[config.mk]
export PLATFORM = sky130hd
export DESIGN_NAME = bis_ctrl
export DESIGN_NICKNAME = d
export VERILOG_FILES = /design/src/hdl/bis_pkg.sv /design/src/hdl/bis_ctrl.sv
export SDC_FILE = /design/constraint.sdc
export NUM_CORES = 1
export LEC_CHECK = 0
export ABC_AREA = 1
export ABC_CLOCK_PERIOD_IN_PS = 2000
export BUFFER_PORTS_ARGS = -buffer_cell sky130_fd_sc_hd__buf_2
export CAP_MARGIN = 40
export CORE_AREA = 5 5 42 44
export CTS_BUF_LIST = sky130_fd_sc_hd__clkbuf_8 sky130_fd_sc_hd__clkbuf_16
export DETAILED_ROUTE_END_ITERATION = 16
export DIE_AREA = 0 0 47 49
export PLACE_DENSITY = 0.5
export SLEW_MARGIN = 20
export SYNTH_ARGS = -nofsm -noshare
export SYNTH_HDL_FRONTEND = slang
export SYNTH_SLANG_ARGS = --single-unit
[constraint.sdc]
create_clock -name clk_i -period 2 [get_ports clk_i]
set_input_delay 0.6 -clock clk_i [delete_from_list [all_inputs] [get_ports clk_i]]
set_output_delay 0.6 -clock clk_i [all_outputs]
set_load 0.03 [all_outputs]
[src/hdl/bis_pkg.sv]
// ---------------------------------------------------------------------------
// Bilinear image scaler package
// Shared widths, register indexes, opcodes and controller/datapath types.
// ---------------------------------------------------------------------------
package bis_pkg;

  // configuration port
  localparam int CFG_IDX_W  = 3;
  localparam int CFG_DATA_W = 24;

  localparam logic [CFG_IDX_W-1:0] CFG_SRC_W  = 3'd0;
  localparam logic [CFG_IDX_W-1:0] CFG_SRC_H  = 3'd1;
  localparam logic [CFG_IDX_W-1:0] CFG_TGT_W  = 3'd2;
  localparam logic [CFG_IDX_W-1:0] CFG_TGT_H  = 3'd3;
  localparam logic [CFG_IDX_W-1:0] CFG_H_STEP = 3'd4;
  localparam logic [CFG_IDX_W-1:0] CFG_V_STEP = 3'd5;

  // register widths
  localparam int SRC_DIM_W = 9;
  localparam int TGT_DIM_W = 13;
  localparam int STEP_W    = 24;

  localparam logic [SRC_DIM_W-1:0] RST_SRC_DIM = 9'd256;
  localparam logic [TGT_DIM_W-1:0] RST_TGT_DIM = 13'd256;
  localparam logic [STEP_W-1:0]    RST_STEP    = 24'd65536;

  localparam int TGT_MIN = 2;
  localparam int TGT_MAX = 4096;

  // 8.16 source coordinate accumulators
  localparam int COORD_ACC_W = 24;
  localparam int FRAC_W      = 16;

  // target position counters
  localparam int POS_W = 12;

  // frame store
  localparam int ADDR_W      = 16;
  localparam int STORE_DEPTH = 1 << ADDR_W;

  // pixel layout: red 7:0, green 15:8, blue 23:16, alpha 31:24
  localparam int CHAN_W   = 8;
  localparam int NUM_CHAN = 4;
  localparam int PIX_W    = CHAN_W * NUM_CHAN;
  localparam logic [CHAN_W-1:0] CHAN_MAX = 8'hFF;

  localparam logic OP_LOAD = 1'b0;
  localparam logic OP_EMIT = 1'b1;

  typedef struct packed {
    logic       load_we;  // write the incoming source pixel
    logic       calc_en;  // latch neighbor coordinates and fractions
    logic       base_en;  // latch row bases and corner weights
    logic       rd_en;    // read one neighbor from the store
    logic [1:0] rd_sel;   // which neighbor
    logic       commit;   // write output register, step counters
  } bis_cmd_t;

  typedef struct packed {
    logic out_free;       // output register can take a result this cycle
  } bis_status_t;

endpackage

[src/hdl/bis_ctrl.sv]
// ---------------------------------------------------------------------------
// Bilinear image scaler controller
// Issues loads; each emit runs setup, four store reads, a drain and commit.
// ---------------------------------------------------------------------------
module bis_ctrl (
  input  logic                 clk_i,
  input  logic                 rst_ni,
  input  logic                 in_valid_i,
  output logic                 in_ready_o,
  input  logic                 opcode_i,
  input  bis_pkg::bis_status_t status_i,
  output bis_pkg::bis_cmd_t    cmd_o
);
  import bis_pkg::*;

  localparam logic [3:0] S_IDLE  = 4'd0;
  localparam logic [3:0] S_CALC  = 4'd1;
  localparam logic [3:0] S_BASE  = 4'd2;
  localparam logic [3:0] S_RD0   = 4'd3;
  localparam logic [3:0] S_RD1   = 4'd4;
  localparam logic [3:0] S_RD2   = 4'd5;
  localparam logic [3:0] S_RD3   = 4'd6;
  localparam logic [3:0] S_DRAIN = 4'd7;
  localparam logic [3:0] S_DONE  = 4'd8;

  logic [3:0] state_q, state_d;

  always_ff @(posedge clk_i or negedge rst_ni) begin
    if (!rst_ni) begin
      state_q <= S_IDLE;
    end else begin
      state_q <= state_d;
    end
  end

  always_comb begin
    state_d      = state_q;
    cmd_o        = '0;
    in_ready_o   = 1'b0;
    unique case (state_q)
      S_IDLE: begin
        in_ready_o    = 1'b1;
        cmd_o.load_we = in_valid_i && (opcode_i == OP_LOAD);
        if (in_valid_i && (opcode_i == OP_EMIT)) begin
          state_d = S_CALC;
        end
      end
      S_CALC: begin
        cmd_o.calc_en = 1'b1;
        state_d       = S_BASE;
      end
      S_BASE: begin
        cmd_o.base_en = 1'b1;
        state_d       = S_RD0;
      end
      S_RD0: begin
        cmd_o.rd_en  = 1'b1;
        cmd_o.rd_sel = 2'd0;
        state_d      = S_RD1;
      end
      S_RD1: begin
        cmd_o.rd_en  = 1'b1;
        cmd_o.rd_sel = 2'd1;
        state_d      = S_RD2;
      end
      S_RD2: begin
        cmd_o.rd_en  = 1'b1;
        cmd_o.rd_sel = 2'd2;
        state_d      = S_RD3;
      end
      S_RD3: begin
        cmd_o.rd_en  = 1'b1;
        cmd_o.rd_sel = 2'd3;
        state_d      = S_DRAIN;
      end
      S_DRAIN: begin
        // last neighbor is being accumulated
        state_d = S_DONE;
      end
      S_DONE: begin
        if (status_i.out_free) begin
          cmd_o.commit = 1'b1;
          state_d      = S_IDLE;
        end
      end
      default: begin
        state_d = S_IDLE;
      end
    endcase
  end

`ifndef SYNTHESIS
  a_commit_free: assert property (@(posedge clk_i) disable iff (!rst_ni)
    cmd_o.commit |-> status_i.out_free)
    else $error("commit while output register is occupied");

  a_calc_then_base: assert property (@(posedge clk_i) disable iff (!rst_ni)
    cmd_o.calc_en |=> cmd_o.base_en)
    else $error("setup sequence broken");

  a_last_read_drains: assert property (@(posedge clk_i) disable iff (!rst_ni)
    (cmd_o.rd_en && cmd_o.rd_sel == 2'd3) |=> (!cmd_o.rd_en && !in_ready_o))
    else $error("no drain cycle after last neighbor read");

  a_wait_holds: assert property (@(posedge clk_i) disable iff (!rst_ni)
    (state_q == S_DONE && !status_i.out_free) |=> (state_q == S_DONE))
    else $error("left done state without committing");
`endif

endmodule

==> key figures, run 1 <==
Power and ir drop
  – Pwr/cell area: ~2100 mW/mm2
  – P_sw: about 0.42 mW
  – Flop pwr share: between 20% and 30%
  – Total power: 0.809 mW
  – VDD IR-drop max: approximately 760 uV
  – Clock power share: 20.4%
  – Net Sw Frac: between 50 and 60%
  – Leakage: around 0.21 nW
  – P_int: between 0.3 and 0.4 mW
  – Comb power frac: between 50% and 60%

Timing
  – Final slew viol count: 0
  – Final setup fails: 0
  – Tcrit/Tclk final: 91.3%
  – FMAX: around 0.55 GHz
  – Fin crit period: approximately 1800 ps
  – Final clock skew: around 2.1 ps
  – Final Hold Viols: 0
  – RSZ-0062 raised after global routing: no
  – Final setup margin: approximately 170 ps
  – Final hold slack: 184 ps
  – Setup TNS: 0 ps
  – Worst-Margin Slew: ~200 ps
  – Worst slew margin: 86.8%

Die
  – DIE AREA: roughly 0.0023 mm2
  – Initial core utilization: 18.5%
  – Num rows: 14
  – Top Ports: 13
  – Die width: between 40 and 50 um
  – Die H: around 49 um
  – Core area: 0.00140 mm2

Cells and area
  – Number of flip-flops in the largest register: 4
  – Commonest non-fill, non-tap cell in the layout: buf_2
  – Nets: 59
  – Largest regs: state_q (4)
  – N_diodes: 0
  – Area growth, synth to finish: 46.9%
  – Commonest non-fill, non-tap cells in the layout: buf_2 (12), nand2_1 (7), nor2_1 (7)
  – Finished Layout Cells: 68
  – Layout cells sized above 1: between 40% and 50%
  – Largest register by flop count: state_q
  – Final Cell Area: 380 um2
  – Fin util: 27.1%

Global routing
  – Total GRT Usage: ~6.5%
  – GRT overflow: 0
  – Pin count of the biggest net entering global routing: 6
  – First-pass GRT wire length: ~970 um
  – Vias in the first global route: 227
  – Initial antenna violation count: 0

Worst setup path
  – Crit-path cells: nor2_4 > nand2_2 > inv_2 > nand2_2 > nor2_2 > buf_2
  – CP Launch Type: register
  – CP endpoint kind: output port
  – WS Path Type: reg -> out
  – Crit path max fanout: 5
  – Slowest cell delay on critical path: roughly 420 ps
  – CP required: roughly 1400 ps
  – Family with the most delay on the worst path: flip-flops
  – Slowest CP cell: dfrtp_1
  – Worst path bufs/invs: 2
  – Most used cell along the critical path: nand2_2
  – CP arrival: 1230 ps

Yosys
  – Synth Instances: 37
  – Number of distinct library cells after synthesis: 12
  – Syn avg cell area: between 6 and 7 um2
  – Synthesis Warnings: 0
  – Synth top area share: a little under 40%
  – Cell taking the most area after synthesis: dfrtp_1
  – Synthesized flop and latch total: 4
  – Most area-consuming cells after synthesis: dfrtp_1 (39%), nand2_1 (10%), nor2_1 (10%)
  – Mapped Area: approximately 260 um2
  – Register area share after synthesis: 38.6%
  – Syn_nets: 42

Placed design
  – Hpwl dp: 489 um
  – Placed cell count: 65
  – Dpl ws: roughly 390 ps
  – Routability Congestion: roughly 0.68
  – Dpl cell area: 339 um2
  – Port-buffer cells: 12

Clock network
  – Number of setup buffers added after CTS: 0
  – Clock slew at reported path FFs: approximately 30 ps
  – Post-CTS Resized: 0
  – Deepest clock path buffer count: 2
  – Htree depth: 1
  – Worst skew pair latency: approximately 210 ps
  – Clk root buf: clkbuf_8
  – CTS tree: yes
  – Post-CTS Hold Fix Bufs: 0
  – Clock sinks: 4
  – Num CTS Buffers: 3

Run
  – Max_cap viols: 0

Route
  – Wire length per cell: between 8 and 9 um
  – Routed Antenna Nets: 0
  – Remaining DRCs: 0
  – Post-Route WL: roughly 560 um
  – Initial DRT Pass Iterations: 4
  – Total number of vias: 260
  – First DRT Iteration DRCs: 6
  – Drt via density: between 3 and 4

Outcome
  – Run status: complete, no violations

Min path
  – Hold Crit Class: in -> async
-- synth_stat cells, drive strengths merged --
cell and count:
nor2 11, nand3 2, inv 6, o21ai 1, a21oi 2, nor3 1
dfrtp 4, nand2 10
-- worst paths after layout --
check,startpoint,end,slack [ps],cells after the start
worst max-delay path,state_q[0],cmd_o[6],170,6
worst min-delay path,rst_ni,state_q[1],180,1
worst max register to register,state_q[0],state_q[0],1080,4
worst min register to register,state_q[3],state_q[1],510,1
max in group asynchronous,rst_ni,state_q[2],1700,1
min in group clk_i,state_q[3],state_q[1],510,1
-- logic make-up after synthesis --
kind of cell / share of synthesized area (%)
flip-flops: 38.6
buffers and inverters: 8.70
AO/OA/AOI/OAI: 5.80
AND/OR/NAND/NOR: 46.9
-- cell type report --
class | instances | area, um2
fill | 168 | 1020
sequential | 4 | 100
multi-input combinational | 27 | 136
timing repair buffer | 12 | 60.1
inverter | 6 | 22.5
clock buffer | 3 | 41.3
tap | 16 | 20.0
-- power groups by stage --
| stage | clock [mW] | combinational [mW] | sequential (mW) |
|---|---|---|---|
| global route | 0.177 | 0.520 | 0.193 |
| global placement | 0 | 0.468 | 0.184 |
| detailed placement | 0 | 0.466 | 0.185 |
| finish | 0.165 | 0.461 | 0.183 |
| CTS | 0.172 | 0.468 | 0.184 |
| floorplan | 0 | 0.360 | 0.178 |
-- worst reg2reg max path: cells and delay by family (launching register included) --
family,cells,cell delay [ps]
simple gates,4,380
flops,1,420
-- routing by layer --
metal | up-vias | wire, um | global-route usage (%)
met5 | - | 0 | 0
met4 | 0 | 0 | 2.76
met3 | 0 | 50 | 6.64
met2 | 6 | 277 | 8.60
met1 | 111 | 233 | 6.68
li1 | 143 | - | -
Note: power is estimated with default switching activity, not from simulation.
==> run 2, diff against run 1 <==
ABC_AREA = unset   (was 1)
==> key figures, run 2 <==
Yosys
  – Synthesized flop and latch total: 4
  – Register area share after synthesis: 38.8%
  – Mapped Area: 258 um2
  – Synth Area in Simple Gates: 32.5%
  – Xor and xnor area share after synthesis: roughly 3.4%
  – Number of distinct library cells after synthesis: 18
  – Syn_nets: 32
  – Compound-cell area share of the yosys netlist: about 16%
  – Largest family of logic cells by synthesized area: simple AND/OR/NAND/NOR gates
  – Mux cell area share after synthesis: 0%
  – Syn avg cell area: about 9.5 um2
  – Top cells by count, synth: dfrtp_1 (4), nor2_1 (4), a21oi_1 (2), buf_2 (2), nor4b_1 (2)
  – Cell taking the most area after synthesis: dfrtp_1
  – Synth Instances: 27
  – Synth Area in Adders: 0%
  – Top_reg_cell synth: dfrtp_1
  – Ys async rst share: 100%
  – Synth top area share: between 30% and 40%
  – EDFF count, synth: 0
  – Synthesis Warnings: 0
  – Most area-consuming cells after synthesis: dfrtp_1 (39%), nor4b_1 (6.8%), nor2_1 (5.8%)

Cells and area
  – Largest register by flop count: state_q
  – Fillers: 158
  – Final Cell Area: between 400 and 500 um2
  – Commonest non-fill, non-tap cell in the layout: buf_2
  – Nets: between 50 and 60
  – Number of flip-flops in the largest register: 4
  – Commonest non-fill, non-tap cells in the layout: buf_2 (10), buf_4 (4)
  – Area growth, synth to finish: 68.9%
  – N_diodes: 0
  – Largest regs: state_q (4)
  – Layout cells sized above 1: between 50% and 60%
  – Fin util: 31.1%

Clock network
  – Clock slew at reported path FFs: about 30 ps
  – CTS tree: yes
  – Htree depth: 1
  – Worst skew pair latency: 220 ps
  – Deepest clock path buffer count: 2
  – Post-CTS Hold Fix Bufs: 0
  – Clk root buf: clkbuf_8
  – Num CTS Buffers: 3
  – Clock sinks: 4

Route
  – Routed Antenna Nets: 0
  – Wire length per cell: roughly 11 um
  – Post-Route WL: just under 700 um
  – Initial DRT Pass Iterations: 4
  – First DRT Iteration DRCs: 4
  – Total number of vias: ~270
  – Remaining DRCs: 0
  – Drt via density: about 4.4

Timing
  – Fin crit period: between 1500 and 2000 ps
  – Worst-Margin Slew: roughly 210 ps
  – Tcrit/Tclk final: between 90 and 100%
  – FMAX: between 0.5 and 0.6 GHz
  – Final setup margin: ~22 ps
  – Final Hold Viols: 0
  – RSZ-0062 raised after global routing: yes
  – Final hold slack: between 150 and 200 ps
  – Final clock skew: 0.511 ps
  – Worst slew margin: 85.7%
  – Final setup fails: 0
  – Final slew viol count: 0

Placed design
  – Routability Congestion: approximately 0.64
  – Dpl cell area: ~360 um2
  – Dpl ws: approximately 150 ps
  – Port-buffer cells: 12
  – Hpwl dp: between 500 and 600 um

Global routing
  – First-pass GRT wire length: approximately 1.2 mm
  – Initial antenna violation count: 0
  – Vias in the first global route: between 200 and 300
  – GRT overflow: 0
  – Pin count of the biggest net entering global routing: 10
  – Total GRT Usage: roughly 8.0%

Worst setup path
  – End of the critical path: cmd_o[0]
  – Worst r2r path cells: 2
  – CP required: between 1000 and 1500 ps
  – R2R Path End: state_q[3]
  – Slowest CP cell: or4b_4
  – R2R Setup Slk: around 860 ps
  – CP Launch Point: state_q[2]
  – Slowest cell delay on critical path: between 500 and 600 ps
  – CP Launch Type: register
  – CP endpoint kind: output port
  – Reg2reg start: state_q[2]
  – WS Path Type: reg -> out
  – Crit-path cells: or4b_4 > nor2_4 > buf_6
  – Crit path max fanout: 2
  – CP arrival: between 1000 and 1500 ps

Die
  – Die width: 47 um
  – Initial core utilization: 18.4%
  – Core area: 0.00140 mm2
  – Die H: around 49 um
  – DIE AREA: between 0.002 and 0.0025 mm2
  – Top Ports: 13
  – Num rows: 14

Power and ir drop
  – Pwr/cell area: 1980 mW/mm2
  – VDD IR-drop max: between 600 and 700 uV
  – Leakage: 0.205 nW

Run
  – Max_cap viols: 0

Min path
  – Hold Crit Class: in -> async

Outcome
  – Run status: complete, no violations
-- run 2: final cells by class --
class                   count  area, um2  share of cell area [%]
repair buffers             17        114                    26.1
clock buffers               3       41.3                    9.48
flip-flops and latches      4        101                    23.3
inverters                   1       3.75                   0.862
multi-input cells          19        155                    35.6
well taps                  16       20.0                    4.60
-- run 2: worst min path at each step --
stage	endpoint	cells past startpoint	slack, ps
CTS	state_q[0]	1	180
floorplan	state_q[0]	0	300
global placement	state_q[0]	1	410
detailed placement	state_q[0]	1	410
finish	state_q[2]	1	180
global route	state_q[1]	1	190
-- run 2: what timing repair did --
item / in CTS / in global routing
gates resized for setup: 3 / 4
setup endpoints to repair: 2 / 2
pin swaps: 0 / 2
buffers inserted: 0 / 1
cloned: 0 / 0
-- run 2: per-stage QoR --
stage	instances	total power, mW	TNS (ps)
finish	60	0.862	0
detailed placement	56	0.676	0
floorplan	27	0.541	-388
global route	60	0.929	-10.4
global placement	56	0.681	0
CTS	59	0.852	0
-- run 2: critical path, delay by kind of cell, from the launching register on --
kind | cells | cell delay [ps]
and+or+nand+nor | 2 | 670
DFF | 1 | 370
buffers and inverters | 1 | 130
-- run 2: power breakdown --
group,internal [mW],switching [mW]
clock,0.128,0.0405
combinational,0.212,0.331
sequential,0.121,0.0296
total,0.461,0.401
-- run 2: cell families (layout without fill, tap and decap cells) --
family	Yosys count	in the layout
buffers and inverters	4	21
xor gates and xnor gates	1	1
DFF	4	4
AOI/OAI and AO/OA	5	5
and+or+nand+nor	13	13
-- run 2: layer usage --
metal / GRT usage (%) / up-vias / part of all wire (%)
met5: 0 / - / 0
met4: 11.1 / 0 / 7.1
met3: 3.32 / 4 / 3.5
met2: 10.4 / 11 / 49
met1: 7.57 / 118 / 40
li1: - / 132 / -
==> run 3, diff against run 2 <==
ABC_CLOCK_PERIOD_IN_PS = unset   (was 2000)
PLACE_DENSITY = 0.51   (was 0.5)
clock period = 1.6 ns   (was 2 ns; I/O delays follow)
==> key figures, run 3 (same netlist as run 2, synthesis figures left out) <==
Outcome
  – Run status: finished, violations left
  – Failing checks: setup timing

Timing
  – Final hold slack: approximately 46 ps
  – Final setup margin: -279 ps
  – Final slew viol count: 0
  – Worst slew margin: a little under nine tenths
  – Final Hold Viols: 0
  – Fin crit period: roughly 1900 ps
  – FMAX: 0.532 GHz
  – Final setup fails: 8
  – Worst-Margin Slew: approximately 210 ps
  – Final clock skew: ~3.2 ps
  – Tcrit/Tclk final: 117%
  – RSZ-0062 raised after global routing: yes

Die
  – Initial core utilization: between 15 and 20%
  – Core area: roughly 0.0014 mm2
  – DIE AREA: approximately 0.0023 mm2
  – Top Ports: 13
  – Num rows: 14
  – Die width: 47 um
  – Die H: just under 50 um

Worst setup path
  – WS Path Type: reg -> out
  – CP Launch Type: register
  – CP arrival: between 1000 and 1500 ps
  – Slowest CP cell: or4b_4
  – CP endpoint kind: output port
  – Crit path max fanout: 2
  – CP required: 1120 ps
  – Crit-path cells: or4b_4 > nor2_4 > buf_6
  – Worst path bufs/invs: 1
  – Slowest cell delay on critical path: ~540 ps
  – Family with the most delay on the worst path: simple AND/OR/NAND/NOR gates

Clock network
  – Clk root buf: clkbuf_8
  – Num CTS Buffers: 3
  – CTS tree: yes
  – Deepest clock path buffer count: 2
  – Clock slew at reported path FFs: roughly 40 ps
  – Htree depth: 1
  – Worst skew pair latency: between 200 and 250 ps
  – Post-CTS Hold Fix Bufs: 0
  – Clock sinks: 4

Route
  – Routed Antenna Nets: 0
  – Drt via density: 4.26
  – Wire length per cell: 12.3 um
  – Initial DRT Pass Iterations: 1
  – Total number of vias: 290
  – First DRT Iteration DRCs: 0
  – Remaining DRCs: 0
  – Post-Route WL: between 800 and 900 um

Placed design
  – Port-buffer cells: 12
  – Routability Congestion: about 0.68
  – Hpwl dp: between 500 and 600 um
  – Placed cell count: between 60 and 70

Run
  – Max_cap viols: 0

Global routing
  – Vias in the first global route: roughly 330
  – Initial antenna violation count: 0
  – First-pass GRT wire length: roughly 1.5 mm
  – Total GRT Usage: under 10%
  – Pin count of the biggest net entering global routing: 9
  – GRT overflow: 0

Cells and area
  – Largest register by flop count: state_q
  – Layout cells sized above 1: about 77%
  – FF+latch area: about 100 um2
  – Area taken by multi-input logic gates: ~210 um2
  – Commonest non-fill, non-tap cell in the layout: buf_6
  – Nets: 58
  – Largest regs: state_q (4)
  – Finished Layout Cells: slightly below 70
  – Commonest non-fill, non-tap cells in the layout: buf_6 (11), buf_4 (8), buf_2 (4)
  – Fillers: about 150
  – Number of flip-flops in the largest register: 4
  – N_diodes: 0
  – Area growth, synth to finish: 131%

Min path
  – Hold Crit Class: in -> async

Power and ir drop
  – Clock power share: ~15%
  – P_int: roughly 0.89 mW
  – Comb power frac: 72.6%
  – Flop pwr share: 12.1%
  – P_sw: approximately 0.65 mW
  – Net Sw Frac: ~42%
  – Pwr/cell area: 2580 mW/mm2
  – Leakage: 0.272 nW
  – VDD IR-drop max: 1250 uV
## run 3: worst paths after layout
check                      cells past startpoint  startpoint    endpoint  slack, ps
min                                            1      rst_ni  state_q[1]         50
max                                            3  state_q[2]    cmd_o[0]       -280
min in group clk_i                             2    status_i  state_q[3]        450
min reg2reg                                    2  state_q[0]  state_q[0]        610
max reg2reg                                    3  state_q[2]  state_q[3]        330
max in group asynchronous                      1      rst_ni  state_q[2]       1430
## run 3: final cells by class
cell class / instances / share of cell area (%)
clock buffer: 3 / 6.95
tap: 16 / 3.37
inverter: 1 / 0.632
multi-input combinational: 19 / 35.8
timing repair buffer: 24 / 35.6
clock inverter: 1 / 0.632
sequential: 4 / 17.1
## run 3: what timing repair did
item                                    in CTS  in global routing
gates resized for setup                     18                  7
pin swaps                                    5                  2
endpoints found under the setup margin       8                  8
buffers inserted                             2                  1
## run 3: power by group through the flow
stage	clock network, mW	logic (mW)	registers [mW]
floorplan	0	0.546	0.190
global placement	0	0.788	0.182
detailed placement	0	0.791	0.181
CTS	0.245	1.02	0.186
global route	0.259	1.19	0.194
finish	0.235	1.11	0.186
## run 3: per-stage QoR
| step | worst slack (ps) | util (%) | setup TNS (ps) | power, mW | area (um2) |
|---|---|---|---|---|---|
| finish | -279 | 42.4 | -1370 | 1.53 | 594 |
| global route | -315 | 42.4 | -1900 | 1.65 | 594 |
| CTS | -280 | 39.7 | -1410 | 1.45 | 557 |
| detailed placement | -109 | 30.4 | -193 | 0.972 | 425 |
| global placement | -106 | 30.4 | -197 | 0.970 | 425 |
| floorplan | -234 | - | -485 | 0.736 | 305 |
## run 3: layer usage
metal | vias up | part of all wire [%] | track usage [%]
met5 | - | 0 | 0
met3 | 3 | 5.6 | 5.54
met1 | 131 | 40 | 11.4
met2 | 12 | 51 | 12.9
li1 | 144 | - | -
met4 | 0 | 3.1 | 8.29
